===== config.mk =====
export PLATFORM = sky130hd
export DESIGN_NAME = sorted_priority_queue
export DESIGN_NICKNAME = d
export VERILOG_FILES = /design/src/sv/spq_pkg.sv /design/src/sv/spq_ctrl.sv /design/src/sv/spq_datapath.sv /design/src/sv/sorted_priority_queue.sv
export SDC_FILE = /design/constraint.sdc
export NUM_CORES = 1
export LEC_CHECK = 0
export BUFFER_PORTS_ARGS = -buffer_cell sky130_fd_sc_hd__buf_2
export CORE_MARGIN = 1
export CORE_UTILIZATION = 40
export CTS_BUF_LIST = sky130_fd_sc_hd__clkbuf_8
export DETAILED_ROUTE_END_ITERATION = 10
export GPL_ROUTABILITY_DRIVEN = 0
export PLACE_DENSITY_LB_ADDON = 0.15
export SLEW_MARGIN = 15
export SYNTH_ARGS = -nofsm -noshare
export SYNTH_HDL_FRONTEND = slang
export SYNTH_HIERARCHICAL = 1
export SYNTH_SLANG_ARGS = --single-unit
export TNS_END_PERCENT = 20

===== constraint.sdc =====
create_clock -name clk -period 9 [get_ports clk]
set_clock_uncertainty 0.2 [all_clocks]
set_input_delay 0.45 -clock clk [delete_from_list [all_inputs] [get_ports clk]]
set_output_delay 0.45 -clock clk [all_outputs]
set_load 0.03 [all_outputs]

===== src/sv/spq_pkg.sv =====
// shared types, codes and defaults for the sorted priority queue
package spq_pkg;

    localparam int QUEUE_DEPTH_DEF = 16;

    localparam logic MODE_INSERT = 1'b0;
    localparam logic MODE_REMOVE = 1'b1;

    localparam logic [1:0] STATUS_OK        = 2'd0;
    localparam logic [1:0] STATUS_UNDERFLOW = 2'd1;
    localparam logic [1:0] STATUS_FULL      = 2'd2;

    typedef struct packed {
        logic               mode;
        logic signed [31:0] entry_priority;
        logic signed [31:0] entry_value;
    } spq_cmd_t;

    typedef struct packed {
        logic        [1:0]  status;
        logic signed [31:0] removed_value;
        logic signed [31:0] removed_priority;
        logic        [4:0]  occupancy;
    } spq_result_t;

    typedef struct packed {
        logic signed [31:0] entry_priority;
        logic signed [31:0] entry_value;
    } spq_entry_t;

    typedef enum logic [2:0] {
        ST_IDLE,
        ST_DISPATCH,
        ST_INS_RD,
        ST_INS_CMP,
        ST_REM_RD,
        ST_REM_WR,
        ST_DONE
    } spq_state_t;

    typedef struct packed {
        logic load;
        logic chk_full;
        logic chk_empty;
        logic ins_read;
        logic ins_shift;
        logic ins_place;
        logic rem_read;
        logic rem_move;
        logic rem_finish;
    } spq_ctrl_t;

    typedef struct packed {
        logic is_remove;
        logic full;
        logic empty;
        logic idx_zero;
        logic shift;
        logic rem_last;
    } spq_stat_t;

endpackage


===== src/sv/spq_ctrl.sv =====
// controller state machine of the sorted priority queue
module spq_ctrl (
    input  logic              clk,
    input  logic              rst_n,
    input  logic              start,
    input  spq_pkg::spq_stat_t stat,
    output spq_pkg::spq_ctrl_t ctrl,
    output logic              busy,
    output logic              done
);

    spq_pkg::spq_state_t state_reg;
    spq_pkg::spq_state_t state_next;

    always_ff @(posedge clk or negedge rst_n)
    begin
        if (!rst_n)
        begin
            state_reg <= spq_pkg::ST_IDLE;
        end
        else
        begin
            state_reg <= state_next;
        end
    end

    // next state
    always_comb
    begin
        state_next = state_reg;
        case (state_reg)
            spq_pkg::ST_IDLE:
            begin
                if (start)
                begin
                    state_next = spq_pkg::ST_DISPATCH;
                end
            end
            spq_pkg::ST_DISPATCH:
            begin
                if (!stat.is_remove)
                begin
                    state_next = stat.full ? spq_pkg::ST_DONE : spq_pkg::ST_INS_RD;
                end
                else
                begin
                    state_next = stat.empty ? spq_pkg::ST_DONE : spq_pkg::ST_REM_RD;
                end
            end
            spq_pkg::ST_INS_RD:
            begin
                state_next = stat.idx_zero ? spq_pkg::ST_DONE : spq_pkg::ST_INS_CMP;
            end
            spq_pkg::ST_INS_CMP:
            begin
                state_next = stat.shift ? spq_pkg::ST_INS_RD : spq_pkg::ST_DONE;
            end
            spq_pkg::ST_REM_RD:
            begin
                state_next = spq_pkg::ST_REM_WR;
            end
            spq_pkg::ST_REM_WR:
            begin
                state_next = stat.rem_last ? spq_pkg::ST_DONE : spq_pkg::ST_REM_RD;
            end
            spq_pkg::ST_DONE:
            begin
                state_next = spq_pkg::ST_IDLE;
            end
            default:
            begin
                state_next = spq_pkg::ST_IDLE;
            end
        endcase
    end

    // command decode
    always_comb
    begin
        ctrl = '0;
        busy = 1'b1;
        done = 1'b0;
        case (state_reg)
            spq_pkg::ST_IDLE:
            begin
                busy      = 1'b0;
                ctrl.load = start;
            end
            spq_pkg::ST_DISPATCH:
            begin
                ctrl.chk_full  = !stat.is_remove && stat.full;
                ctrl.chk_empty = stat.is_remove && stat.empty;
            end
            spq_pkg::ST_INS_RD:
            begin
                ctrl.ins_place = stat.idx_zero;
                ctrl.ins_read  = !stat.idx_zero;
            end
            spq_pkg::ST_INS_CMP:
            begin
                ctrl.ins_shift = stat.shift;
                ctrl.ins_place = !stat.shift;
            end
            spq_pkg::ST_REM_RD:
            begin
                ctrl.rem_read = 1'b1;
            end
            spq_pkg::ST_REM_WR:
            begin
                ctrl.rem_move   = 1'b1;
                ctrl.rem_finish = stat.rem_last;
            end
            spq_pkg::ST_DONE:
            begin
                done = 1'b1;
            end
            default:
            begin
                busy = 1'b1;
            end
        endcase
    end

endmodule


===== src/sv/spq_datapath.sv =====
// entry memory, count, index and result registers of the sorted priority queue
module spq_datapath #(
    parameter int QUEUE_DEPTH = spq_pkg::QUEUE_DEPTH_DEF
) (
    input  logic                clk,
    input  logic                rst_n,
    input  spq_pkg::spq_cmd_t   cmd,
    input  spq_pkg::spq_ctrl_t  ctrl,
    output spq_pkg::spq_stat_t  stat,
    output spq_pkg::spq_result_t result
);

    localparam int AW = (QUEUE_DEPTH > 1) ? $clog2(QUEUE_DEPTH) : 1;
    localparam int CW = $clog2(QUEUE_DEPTH + 1);

    spq_pkg::spq_entry_t mem [QUEUE_DEPTH];

    spq_pkg::spq_cmd_t   cmd_reg;
    spq_pkg::spq_cmd_t   cmd_next;
    logic [CW-1:0]       count_reg;
    logic [CW-1:0]       count_next;
    logic [AW-1:0]       idx_reg;
    logic [AW-1:0]       idx_next;
    logic [1:0]          status_reg;
    logic [1:0]          status_next;
    logic signed [31:0]  rem_value_reg;
    logic signed [31:0]  rem_value_next;
    logic signed [31:0]  rem_prio_reg;
    logic signed [31:0]  rem_prio_next;
    spq_pkg::spq_entry_t rdata_reg;

    logic                mem_we;
    logic [AW-1:0]       mem_waddr;
    spq_pkg::spq_entry_t mem_wdata;
    logic                mem_re;
    logic [AW-1:0]       mem_raddr;

    always_ff @(posedge clk or negedge rst_n)
    begin
        if (!rst_n)
        begin
            count_reg <= '0;
        end
        else
        begin
            count_reg <= count_next;
        end
    end

    always_ff @(posedge clk)
    begin
        cmd_reg       <= cmd_next;
        idx_reg       <= idx_next;
        status_reg    <= status_next;
        rem_value_reg <= rem_value_next;
        rem_prio_reg  <= rem_prio_next;
    end

    // single write port, single registered read port
    always_ff @(posedge clk)
    begin
        if (mem_we)
        begin
            mem[mem_waddr] <= mem_wdata;
        end
    end

    always_ff @(posedge clk)
    begin
        if (mem_re)
        begin
            rdata_reg <= mem[mem_raddr];
        end
    end

    always_comb
    begin
        cmd_next       = cmd_reg;
        count_next     = count_reg;
        idx_next       = idx_reg;
        status_next    = status_reg;
        rem_value_next = rem_value_reg;
        rem_prio_next  = rem_prio_reg;
        mem_we         = 1'b0;
        mem_waddr      = idx_reg;
        mem_wdata      = rdata_reg;
        mem_re         = 1'b0;
        mem_raddr      = idx_reg;

        if (ctrl.load)
        begin
            cmd_next       = cmd;
            status_next    = spq_pkg::STATUS_OK;
            rem_value_next = '0;
            rem_prio_next  = '0;
            // insert scans down from the tail, remove walks up from the head
            idx_next       = (cmd.mode == spq_pkg::MODE_INSERT) ? AW'(count_reg) : '0;
        end
        if (ctrl.chk_full)
        begin
            status_next = spq_pkg::STATUS_FULL;
        end
        if (ctrl.chk_empty)
        begin
            status_next = spq_pkg::STATUS_UNDERFLOW;
        end
        if (ctrl.ins_read)
        begin
            mem_re    = 1'b1;
            mem_raddr = idx_reg - AW'(1);
        end
        if (ctrl.ins_shift)
        begin
            mem_we    = 1'b1;
            mem_waddr = idx_reg;
            mem_wdata = rdata_reg;
            idx_next  = idx_reg - AW'(1);
        end
        if (ctrl.ins_place)
        begin
            mem_we                   = 1'b1;
            mem_waddr                = idx_reg;
            mem_wdata.entry_priority = cmd_reg.entry_priority;
            mem_wdata.entry_value    = cmd_reg.entry_value;
            count_next               = count_reg + CW'(1);
        end
        if (ctrl.rem_read)
        begin
            mem_re    = 1'b1;
            mem_raddr = idx_reg;
        end
        if (ctrl.rem_move)
        begin
            if (idx_reg == '0)
            begin
                rem_value_next = rdata_reg.entry_value;
                rem_prio_next  = rdata_reg.entry_priority;
            end
            else
            begin
                mem_we    = 1'b1;
                mem_waddr = idx_reg - AW'(1);
                mem_wdata = rdata_reg;
            end
            idx_next = idx_reg + AW'(1);
        end
        if (ctrl.rem_finish)
        begin
            count_next = count_reg - CW'(1);
        end
    end

    assign stat.is_remove = (cmd_reg.mode == spq_pkg::MODE_REMOVE);
    assign stat.full      = (count_reg == CW'(QUEUE_DEPTH));
    assign stat.empty     = (count_reg == '0);
    assign stat.idx_zero  = (idx_reg == '0);
    assign stat.shift     = (rdata_reg.entry_priority > cmd_reg.entry_priority);
    assign stat.rem_last  = ((CW'(idx_reg) + CW'(1)) == count_reg);

    assign result.status           = status_reg;
    assign result.removed_value    = rem_value_reg;
    assign result.removed_priority = rem_prio_reg;
    assign result.occupancy        = 5'(count_reg);

endmodule


===== src/sv/sorted_priority_queue.sv =====
// sorted priority queue top level: controller, datapath and checks
// Holds up to QUEUE_DEPTH entries, each a signed value with a signed priority, kept in
// ascending priority order in a single-port-write, registered-read memory. A transaction
// is accepted when start is high and busy is low; cmd.mode selects insert or remove. An
// insert goes behind every entry of lower or equal priority, so equal priorities leave in
// arrival order; a remove returns the front entry. Every transaction gives exactly one
// result, shown on result for the single cycle in which done is high; the receiver cannot
// hold it off, so capture it then. Status reports ok, underflow (remove when empty) or
// full (insert when full, entry dropped); occupancy is the entry count after the
// operation, truncated to five bits. An insert scans down from the tail and moves each
// stored entry of strictly greater priority one place back; when every stored entry
// moves, or the queue is empty, the scan stops at the head without a final compare. A
// remove takes the front entry and moves every other entry one place toward the head;
// full or underflow goes straight to done. As the memory read is registered, each shift
// step reads one entry and writes it one place over in the next cycle. Busy stays high
// until the done cycle ends, and the next transaction can be accepted in the cycle right
// after it. The memory needs no clearing after reset.
module sorted_priority_queue #(
    parameter int QUEUE_DEPTH = spq_pkg::QUEUE_DEPTH_DEF
) (
    input  logic                 clk,
    input  logic                 rst_n,
    input  logic                 start,
    output logic                 busy,
    input  spq_pkg::spq_cmd_t    cmd,
    output logic                 done,
    output spq_pkg::spq_result_t result
);

    // command and status between the two halves
    spq_pkg::spq_ctrl_t ctrl;
    spq_pkg::spq_stat_t stat;

    spq_ctrl u_ctrl (
        .clk   (clk),
        .rst_n (rst_n),
        .start (start),
        .stat  (stat),
        .ctrl  (ctrl),
        .busy  (busy),
        .done  (done)
    );

    spq_datapath #(
        .QUEUE_DEPTH (QUEUE_DEPTH)
    ) u_datapath (
        .clk    (clk),
        .rst_n  (rst_n),
        .cmd    (cmd),
        .ctrl   (ctrl),
        .stat   (stat),
        .result (result)
    );

`ifndef SYNTH
    // each transaction gives one single-cycle result strobe
    a_done_single: assert property (@(posedge clk) disable iff (!rst_n)
        done |=> !done)
        else $error("result strobe longer than one cycle");

    // the block only leaves idle on an accepted transaction
    a_busy_start: assert property (@(posedge clk) disable iff (!rst_n)
        $rose(busy) |-> $past(start))
        else $error("busy rose without a start");

    // underflow leaves the queue empty
    a_underflow_empty: assert property (@(posedge clk) disable iff (!rst_n)
        (done && result.status == spq_pkg::STATUS_UNDERFLOW) |-> (result.occupancy == '0))
        else $error("underflow reported with entries held");

    // full leaves the queue at capacity
    a_full_depth: assert property (@(posedge clk) disable iff (!rst_n)
        (done && result.status == spq_pkg::STATUS_FULL)
            |-> (result.occupancy == 5'(QUEUE_DEPTH)))
        else $error("full reported below capacity");
`endif

endmodule

* After elaboration in Yosys (flattened, before gate mapping)
Memory sizes are Yosys's and may differ from the RTL's. A register that Yosys moved wholly into a read port is not among the register bits.
Cells that the tools add are included.
** Word-level totals
- Bits in registers :: 143
- Latch bits :: 0
- RAM bits :: 1024
- ROM bits :: 0
- Word-level logic and storage cells :: 82
- Memories :: 1
** Cells by class
- Add/subtract/negate cells :: 5
- Multiply operators :: 0
- Div/mod/pow operators :: 0
- Order comparisons :: 1
- Eq/ne operators :: 9
- Shift-type cells :: 0
- Multiplexer cells :: 46
- Bitwise gates (word level) :: 0
- Reductions and logical operators :: 11
** Memories
- u_datapath.mem :: words 16, width 64, rd ports 1, clocked after memory_dff 1, write ports 1, RTL line spq_datapath.sv:16 : spq_pkg::spq_entry_t mem [QUEUE_DEPTH];
** Operator list (count)
- $mux W32 :: 6
- $mux W64 :: 3
- $gt A32 B32 Y1 :: 1
- $mux W4 :: 8
- $pmux W3 S6 :: 1
- $mux W3 :: 5
- $mux W1 :: 14
- $mux W2 :: 6
- $mux W5 :: 2
- $eq A3 B3 Y1 const B :: 3
- $eq A3 B2 Y1 const B :: 2
- $add A4 B1 Y5 const B :: 1
- $add A5 B1 Y5 const B :: 1
- $eq A5 B5 Y1 :: 1
- $eq A5 B5 Y1 const B :: 1
- $logic_not A5 Y1 :: 1
- $sub A5 B1 Y5 const B :: 1
- $add A4 B1 Y4 const B :: 1
- $logic_not A4 Y1 :: 1
- $reduce_bool A2 Y1 :: 2
- $sub A4 B1 Y4 const B :: 1
- $eq A3 B1 Y1 const B :: 1
- $logic_not A1 Y1 :: 3
- $logic_not A3 Y1 :: 1
- 4 further kinds :: 5

* Logic depth before layout (Yosys ltp)
Gate-level depths: netlist of the first run.
- Word-level depth :: 8
- Mapped depth :: 15
- Mapped depth without buffers :: 15

* Hierarchy
The synthesis of the first run kept the hierarchy.
** By module, submodules not included
- spq_datapath :: instances 1, cells each 2180, area each 46891.2 um^2, sequential area each 36189.7 um^2
- spq_ctrl :: instances 1, cells each 32, area each 282.8 um^2, sequential area each 75.1 um^2

* Worst setup path after synthesis of the first run
No wires, ideal clock.
- Path type :: flip-flop to flip-flop
- Start point :: register, netlist name u_datapath/rdata_reg[63]
- End point :: memory u_datapath/mem[12][0] (netlist bit), enable pin
- Setup time :: 0.487 ns
- Data arrival time :: 5.206 ns
- Slack :: 3.108 ns
- Stages on the path, launching flop included :: 14
- Buffers on the path :: 0
- Period minus slack after synthesis :: 5.892 ns
- Path through :: edfxtp_1 ha_1 nand4_1 nor4_1 nand4_1 a31oi_1 nor3_1 mux2i_1 nand2_1 nor2_1 o21ai_0 nor3_1 a21oi_1 nor2_1
** RTL lines (RTL line)
- to (decl) :: spq_datapath.sv:16

==> out/qor.json, run 1 <==
{
  "drive_above_1_share": 0.3038,
  "post_synth_net_total": 2318,
  "synth_adder_area_share": 0.01024,
  "period_share": 0.6625,
  "worst_hold_path_type": "input pin to register",
  "power.switching_fraction": 0.3361,
  "route.vias.total": 23100,
  "dp_hpwl_mm": 60.29,
  "overflow": 0,
  "largest_reg_flops": 1024,
  "ys_types": 55,
  "filler_cell_count_in_the_final_layout": 9662,
  "tritoncts.num_buffers": 200,
  "cts_resized": 0,
  "routed_wirelength_mm": 110.0,
  "clock_power_share": 0.223,
  "cp_data_arrival_time_ns": 6.25,
  "synth_largest_type_area_fraction": 0.7365,
  "area_growth_pct": 16.10,
  "cts.hold.buffers_added": 102,
  "chipWidth_um": 345.4,
  "netlist_area_sq_mm": 0.04717,
  "synthArstFlopShare": 0.006499,
  "setup.worst_path.end_class": "register",
  "grt_antenna_before_repair": 2,
  "yosys.area_share.simple": 0.02472,
  "number_of_cells_in_the_finished_layout_apart_from_fillers": 4304,
  "switching_power_mw": 6.757,
  "root_buffer": "sky130_fd_sc_hd__clkbuf_8",
  "setup_tns_ns": 0,
  "grt_first_pass_wirelength_mm": 163.3,
  "htree_levels": 4,
  "timing_hold_violations_final": 0,
  "worst-path-max-fanout": 44,
  "worst_skew_pair_latency_ns": 0.88,
  "rsz0062_at_grt": "false",
  "critical_path.startpoint_type": "register",
  "design_power_total_mw": 20.10,
  "irDropWorstVdd_mv": 0.3569,
  "number_of_synthesized_register_bits": 1231,
  "initial_core_util": 0.4049,
  "total_routing_usage_gr": 0.1870,
  "cellInternalPower_mw": 13.35,
  "die_height_um": 345.4,
  "place.port_buffers": 140,
  "via_count_of_the_first_global_routing_pass": 24260,
  "routed_wire_length_per_instance_um": 25.56,
  "drt-initial-drc-count": 1729,
  "worstSetupPathType": "register to register",
  "seq_area_frac_synth": 0.7687,
  "synth-compound-area-share": 0.01825,
  "setup_viol": 0,
  "final_antenna_net_count": 0,
  "synthFlopType": "sky130_fd_sc_hd__edfxtp_1",
  "combPwrFrac": 0.353,
  "synth_area_leaders": "sky130_fd_sc_hd__edfxtp_1, sky130_fd_sc_hd__mux4_2, sky130_fd_sc_hd__dfxtp_1",
  "clk_path_buf_depth": 3,
  "power.static_leakage_nw": 18.10,
  "count_of_mapped_cells_out_of_synthesis": 2212,
  "timing.final.crit_period_ns": 5.962,
  "worst-r2r-setup-slack_ns": 3.04,
  "seqPwrFrac": 0.424,
  "cts.sink_count": 1231,
  "io_pins": 141,
  "grt_max_degree": 128,
  "max_slew_headroom_at_the_worst_pin": 0.2162,
  "clk_pin_slew_ns": 0.06,
  "crit_path_cells": "ha_1 -> a21oi_1 -> o21ai_0 -> a221oi_1 -> a31oi_1 -> nor3_1 -> mux2i_1 -> nand2_1 -> nor2_1 -> o21ai_0 -> nor3_1 -> a21oi_1 -> nor2_4 -> buf_4",
  "number_of_cell_rows": 125,
  "die_area_sq_mm": 0.1193,
  "dpl.cell_count": 3835,
  "drt_first_pass_iters": 5,
  "viasPerCell": 5.366,
  "maxSlewViolCount": 0,
  "design.final.nets": 2721,
  "worst_pin_slew_ns": 1.176,
  "power_density_mw_per_mm2": 367.1,
  "yosys-mux-area-fraction": 0.1613,
  "maxClockFrequency_ghz": 0.1677,
  "critPathSlowestCell": "sky130_fd_sc_hd__buf_4",
  "core_sq_mm": 0.1165,
  "worstPathRequired_ns": 9.29,
  "remaining_drc_errors": 0,
  "whs_ns": 0.1024,
  "postSynthAreaPerCell_sq_um": 21.33,
  "synth-warning-count": 6,
  "synthXorXnorAreaFrac": 0.002599,
  "cpPeakStageDelay_ns": 0.77,
  "synth.largest_area_cell": "sky130_fd_sc_hd__edfxtp_1",
  "tritoncts_clock_tree": "done",
  "synth_top_family_by_area": "multiplexers",
  "run_status": "completed",
  "postCtsSetupRepairBufs": 0,
  "post_synth_edffs": 1157,
  "max_cap_violations": 0
}
-- Yosys cell counts, drive strengths merged (2+ instances only) --
library cell and n:
nor4 2, nand3 5, nor3 8, mux4 320, a21o 4, o22a 3, o21bai 2, o22ai 2
a22oi 2, mux2 33, nand2b 6, xor2 8, clkbuf 52, ha 37, o21a 2, dfxtp 66
mux2i 3, nor2 35, o211ai 2, a31oi 2, nand4 7, nor2b 8, dfrtp 8, nand2 180
a21oi 22, and2 5, o21ai 108, inv 42, buf 56, edfxtp 1157, nand3b 3, a221oi 2
xnor2 6
-- per-stage QoR --
step / utilization / setup slack (ns) / area [sq um]
3_3_place_gp: 0.4294 / 3.053 / 50030
5_1_grt: 0.4700 / 2.696 / 54770
2_1_floorplan: - / 3.108 / 47170
6_report: 0.4700 / 3.038 / 54770
4_1_cts: 0.4699 / 2.970 / 54760
3_5_place_dp: 0.4296 / 3.016 / 50050
-- power groups by stage --
stage | logic (mW) | registers (mW) | clock network, mW
final | 7.10 | 8.52 | 4.48
after global routing | 7.64 | 8.59 | 4.86
after global placement | 7.15 | 8.60 | 0
after floorplan | 4.55 | 8.80 | 0
after CTS | 7.28 | 8.52 | 4.63
after detailed placement | 7.20 | 8.63 | 0
-- routing by layer --
layer	global-route usage	vias up	share of wire
li1	-	9912	-
met1	0.2667	12390	0.45
met2	0.2951	634	0.48
met3	0.03141	163	0.051
met4	0.05703	0	0.019
met5	0	-	0
-- worst max-delay path, delay by kind of cell (launching register included) --
| kind | cells | cell delay [ns] |
|---|---|---|
| compound gates | 6 | 1.83 |
| simple gates | 5 | 1.66 |
| buf+inv | 1 | 0.77 |
| flops | 1 | 0.41 |
| fa+ha+maj | 1 | 0.34 |
| mux | 1 | 0.30 |
-- cells by family (layout without fill, tap and decap cells) --
| family | count (synthesis) | in the layout |
|---|---|---|
| adders and majority gates | 38 | 38 |
| xor gates and xnor gates | 14 | 14 |
| and+or+nand+nor | 267 | 267 |
| buffers and inverters | 150 | 716 |
| DFF | 1231 | 1231 |
| AOI/OAI and AO/OA | 156 | 156 |
| muxes | 356 | 356 |
| other | 0 | 2 |
-- final timing paths --
kind	start	depth (start not counted)	end
worst max-delay path	u_datapath/rdata_reg[39]	14	u_datapath/mem[2][10]
worst min register to register	u_datapath/rem_value_reg[30]	2	u_datapath/rem_value_reg[30]
worst min-delay path	cmd[43]	2	u_datapath/cmd_reg[43]
min in group asynchronous	rst_n	3	u_ctrl/state_reg[1]
max in group asynchronous	rst_n	3	u_ctrl/state_reg[0]
worst max register to register	u_datapath/rdata_reg[39]	14	u_datapath/mem[2][10]
-- cell usage in the layout, fill, tap and decap left out, types with 4 or more instances in the layout --
cell and instances:
sky130_fd_sc_hd__a21o_1 4, sky130_fd_sc_hd__a21oi_1 22, sky130_fd_sc_hd__buf_12 6, sky130_fd_sc_hd__buf_2 140, sky130_fd_sc_hd__buf_4 58, sky130_fd_sc_hd__clkbuf_8 215, sky130_fd_sc_hd__clkinv_1 48, sky130_fd_sc_hd__clkinv_2 23
sky130_fd_sc_hd__clkinvlp_4 4, sky130_fd_sc_hd__dfrtp_1 8, sky130_fd_sc_hd__dfxtp_1 66, sky130_fd_sc_hd__dlygate4sd3_1 102, sky130_fd_sc_hd__edfxtp_1 1157, sky130_fd_sc_hd__ha_1 37, sky130_fd_sc_hd__inv_1 107, sky130_fd_sc_hd__inv_6 4
sky130_fd_sc_hd__mux2_2 33, sky130_fd_sc_hd__mux4_2 320, sky130_fd_sc_hd__nand2_1 179, sky130_fd_sc_hd__nand2b_1 5, sky130_fd_sc_hd__nand3_1 5, sky130_fd_sc_hd__nand4_1 7, sky130_fd_sc_hd__nor2_1 17, sky130_fd_sc_hd__nor2_4 17
sky130_fd_sc_hd__nor2b_1 6, sky130_fd_sc_hd__nor3_1 8, sky130_fd_sc_hd__o21ai_0 108, sky130_fd_sc_hd__xnor2_1 5, sky130_fd_sc_hd__xor2_1 6
-- area by class of cell --
class	instances	area, sq um	area share
repair buffers	309	2311	0.04220
inverters	42	158.9	0.002901
diodes	2	5.005	0.00009138
clock inverters	150	723.2	0.01320
flip-flops and latches	1231	36260	0.6622
multi-input cells	831	10440	0.1906
clock buffers	215	2959	0.05403
well taps	1524	1907	0.03482
Power figures use the tool's default switching activity.
==> run 2: changes to the inputs <==
==> constraint.sdc (replaced) <==
create_clock -name clk -period 5.6 [get_ports clk]
set_clock_uncertainty 0.2 [all_clocks]
set_input_delay 0.28 -clock clk [delete_from_list [all_inputs] [get_ports clk]]
set_output_delay 0.28 -clock clk [all_outputs]
set_load 0.03 [all_outputs]
==> out/qor.json, run 2 (synthesized netlist as in run 1, its figures left out) <==
{
  "worstSetupPathType": "register to register",
  "worstPathRequired": {"value": 5.89, "unit": "ns", "change": "-3.40 ns"},
  "route.layer.met1.wl": {"value": 50.87, "unit": "mm", "change": "+2.0%"},
  "layout_common_cells": "sky130_fd_sc_hd__edfxtp_1, sky130_fd_sc_hd__mux4_2, sky130_fd_sc_hd__clkbuf_8",
  "clk_pin_slew": {"value": 0.06, "unit": "ns", "change": "about the same"},
  "cpPeakStageDelay": {"value": 0.60, "unit": "ns", "change": "-0.17 ns"},
  "initial_core_util": {"value": 0.4049, "change": "unchanged"},
  "overflow": {"value": 0, "change": "unchanged"},
  "largest_reg_flops": {"value": 1024, "change": "unchanged"},
  "grt_first_pass_wirelength": {"value": 169.2, "unit": "mm", "change": "+3.6%"},
  "clk_path_buf_depth": {"value": 3, "change": "unchanged"},
  "setup_tns": {"value": 0, "unit": "ns", "change": "unchanged"},
  "r2r_end": "u_datapath/mem[7][10]",
  "final_antenna_net_count": {"value": 0, "change": "unchanged"},
  "area_occupied_by_multi_input_gates": {"value": 0.01046, "unit": "sq mm", "change": "+0.18%"},
  "grt_max_degree": {"value": 87, "change": "-32%"},
  "drt_first_pass_iters": {"value": 7, "change": "+2"},
  "place.port_buffers": {"value": 140, "change": "unchanged"},
  "worst-path-max-fanout": {"value": 19, "change": "-57%"},
  "irDropWorstVdd": {"value": 0.4602, "unit": "mV", "change": "+29%"},
  "critPathSlowestCell": "sky130_fd_sc_hd__nor4_2",
  "maxClockFrequency": {"value": 0.1908, "unit": "GHz", "change": "+14%"},
  "filler_cell_count_in_the_final_layout": {"value": 9586, "change": "-0.79%"},
  "cts.sink_count": {"value": 1231, "change": "unchanged"},
  "drive_above_1_share": {"value": 0.3173, "change": "+0.01349"},
  "r2r_cells": {"value": 13, "change": "-1"},
  "cp-startpoint": "u_datapath/rdata_reg[63]",
  "dpl-instance-area": {"value": 0.05087, "unit": "sq mm", "change": "+1.6%"},
  "worst_skew_pair_latency": {"value": 0.88, "unit": "ns", "change": "about the same"},
  "postCtsSetupRepairBufs": {"value": 0, "change": "unchanged"},
  "max_slew_headroom_at_the_worst_pin": {"value": 0.2339, "change": "+0.01773"},
  "mostFrequentLayoutCell": "sky130_fd_sc_hd__edfxtp_1",
  "number_of_cell_rows": {"value": 125, "change": "unchanged"},
  "route.top_layer_used": "met4",
  "max_cap_violations": {"value": 0, "change": "unchanged"},
  "worst-r2r-setup-slack": {"value": 0.36, "unit": "ns", "change": "-2.68 ns"},
  "cp_top_family": "simple AND/OR/NAND/NOR gates",
  "setup.worst_path.end_class": "register",
  "timing_hold_violations_final": {"value": 0, "change": "unchanged"},
  "dr_wl_met2": {"value": 55.13, "unit": "mm", "change": "+5.0%"},
  "critical_path.startpoint_type": "register",
  "route.vias.total": {"value": 23520, "change": "+1.8%"},
  "power_density": {"value": 582.8, "unit": "mW/mm^2", "change": "+59%"},
  "whs": {"value": 0.1997, "unit": "ns", "change": "+0.09727 ns"},
  "worst_hold_path_type": "input pin to async pin",
  "io_pins": {"value": 141, "change": "unchanged"},
  "area_growth_pct": 18.97,
  "chipWidth": {"value": 345.4, "unit": "um", "change": "unchanged"},
  "worst_pin_slew": {"value": 1.134, "unit": "ns", "change": "-0.04153 ns"},
  "htree_levels": {"value": 4, "change": "unchanged"},
  "via_count_of_the_first_global_routing_pass": {"value": 24760, "change": "+2.1%"},
  "viasPerCell": {"value": 5.376, "change": "+0.18%"},
  "period_share": {"value": 0.9360, "change": "+0.2735"},
  "grt_antenna_before_repair": {"value": 2, "change": "unchanged"},
  "core": {"value": 0.1165, "unit": "sq mm", "change": "unchanged"},
  "path_buf_inv": {"value": 1, "change": "unchanged"},
  "die_height": {"value": 345.4, "unit": "um", "change": "unchanged"},
  "remaining_drc_errors": {"value": 0, "change": "unchanged"},
  "crit_path_cells": "ha_1 -> nand4_1 -> nor4_2 -> nand4_1 -> a31oi_1 -> nor3_1 -> mux2i_1 -> a211oi_2 -> o21ai_0 -> nor3_1 -> a21oi_2 -> nor2_4 -> buf_4",
  "setup_viol": {"value": 0, "change": "unchanged"},
  "routed_wirelength": {"value": 114.8, "unit": "mm", "change": "+4.4%"},
  "fin_area": {"value": 0.05612, "unit": "sq mm", "change": "+2.5%"},
  "design.final.nets": {"value": 2791, "change": "+2.6%"},
  "crit-reg2reg-launch": "u_datapath/rdata_reg[63]",
  "run_status": "completed",
  "rsz0062_at_grt": "false",
  "drt-initial-drc-count": {"value": 2037, "change": "+18%"},
  "maxSlewViolCount": {"value": 0, "change": "unchanged"},
  "worst_setup_path_endpoint": "u_datapath/mem[7][10]",
  "timing.final.crit_period": {"value": 5.241, "unit": "ns", "change": "-0.7210 ns"},
  "dp_hpwl": {"value": 64.80, "unit": "mm", "change": "+7.5%"},
  "tritoncts_clock_tree": "done",
  "cp_data_arrival_time": {"value": 5.53, "unit": "ns", "change": "-0.72 ns"},
  "worst-path-stages": {"value": 13, "change": "-1"},
  "total_routing_usage_gr": {"value": 0.1951, "change": "+0.008107"},
  "wl_met3": {"value": 6.631, "unit": "mm", "change": "+18%"},
  "die_area": {"value": 0.1193, "unit": "sq mm", "change": "unchanged"},
  "root_buffer": "sky130_fd_sc_hd__clkbuf_8",
  "routed_wire_length_per_instance": {"value": 26.25, "unit": "um", "change": "+2.7%"},
  "power.static_leakage": {"value": 18.64, "unit": "nW", "change": "+3.0%"},
  "register_area": {"value": 0.03626, "unit": "sq mm", "change": "unchanged"},
  "tritoncts.num_buffers": {"value": 197, "change": "-1.5%"}
}
## run 2: cell count changes in the layout (fill, tap and decap cells not counted), moves of 4 or more
cell / before / now
sky130_fd_sc_hd__buf_12: 6 / 47
sky130_fd_sc_hd__buf_4: 58 / 62
sky130_fd_sc_hd__bufinv_16: 2 / 9
sky130_fd_sc_hd__clkbuf_8: 215 / 210
sky130_fd_sc_hd__clkinv_1: 48 / 44
sky130_fd_sc_hd__clkinv_2: 23 / 29
sky130_fd_sc_hd__dlygate4sd3_1: 102 / 133
sky130_fd_sc_hd__inv_1: 107 / 95
sky130_fd_sc_hd__inv_12: 1 / 5
sky130_fd_sc_hd__inv_8: 1 / 5
sky130_fd_sc_hd__o21ai_0: 108 / 101
sky130_fd_sc_hd__o21ai_1: 0 / 7
## run 2: worst min path at each step
| stage | slack [ns] | cells past startpoint | endpoint |
|---|---|---|---|
| finish | 0.20 | 3 | u_datapath/count_reg[0] |
| global route | 0.18 | 3 | u_datapath/count_reg[1] |
| CTS | 0.12 | 3 | u_datapath/count_reg[0] |
| detailed placement | -0.06 | 1 | u_datapath/count_reg[0] |
| global placement | -0.07 | 1 | u_datapath/count_reg[0] |
| floorplan | -0.22 | 0 | u_ctrl/state_reg[0] |
## run 2: layer usage
metal / track usage / vias to the layer above
met3: 0.03797 / 168
met5: 0 / -
met1: 0.2759 / 12550
met2: 0.3098 / 736
met4: 0.05230 / 0
li1: - / 10060
## run 2: worst register-to-register path, stage by stage (launching register included)
cell and delay (ns):
sky130_fd_sc_hd__edfxtp_1 0.43, sky130_fd_sc_hd__ha_1 0.47, sky130_fd_sc_hd__nand4_1 0.29, sky130_fd_sc_hd__nor4_2 0.60, sky130_fd_sc_hd__nand4_1 0.28, sky130_fd_sc_hd__a31oi_1 0.37, sky130_fd_sc_hd__nor3_1 0.13, sky130_fd_sc_hd__mux2i_1 0.21
sky130_fd_sc_hd__a211oi_2 0.46, sky130_fd_sc_hd__o21ai_0 0.33, sky130_fd_sc_hd__nor3_1 0.28, sky130_fd_sc_hd__a21oi_2 0.15, sky130_fd_sc_hd__nor2_4 0.23, sky130_fd_sc_hd__buf_4 0.43
## run 2: through the flow
| step | worst slack, ns | utilization | power, mW | cells |
|---|---|---|---|---|
| 3_5_place_dp | -0.3584 | 0.4366 | 25.42 | 3876 |
| 6_report | 0.3586 | 0.4817 | 32.71 | 4374 |
| 5_1_grt | 0.08871 | 0.4817 | 34.30 | 4374 |
| 3_3_place_gp | -0.2661 | 0.4366 | 25.25 | 3876 |
| 2_1_floorplan | -0.2925 | - | 21.45 | 2212 |
| 4_1_cts | 0.001023 | 0.4815 | 33.17 | 4372 |
## run 2: power breakdown
| part | switching, mW | leakage, nW | internal (mW) |
|---|---|---|---|
| clock network | 3.66 | 2.19 | 3.94 |
| registers | 0.583 | 11.1 | 13.2 |
| logic | 6.53 | 5.35 | 4.84 |
## run 2: layout make-up
type / count / share of cell area
multi-input combinational: 831 / 0.1863
clock inverter: 153 / 0.01786
antenna: 1 / 0.00004459
tap: 1524 / 0.03398
timing repair buffer: 382 / 0.06127
inverter: 42 / 0.002831
sequential: 1231 / 0.6462
clock buffer: 210 / 0.05150
## run 2: timing repair
action                     CTS  global route
setup endpoints to repair  826           283
gates resized for setup      2             3
hold endpoints to repair    90             0
hold buffers               133             0
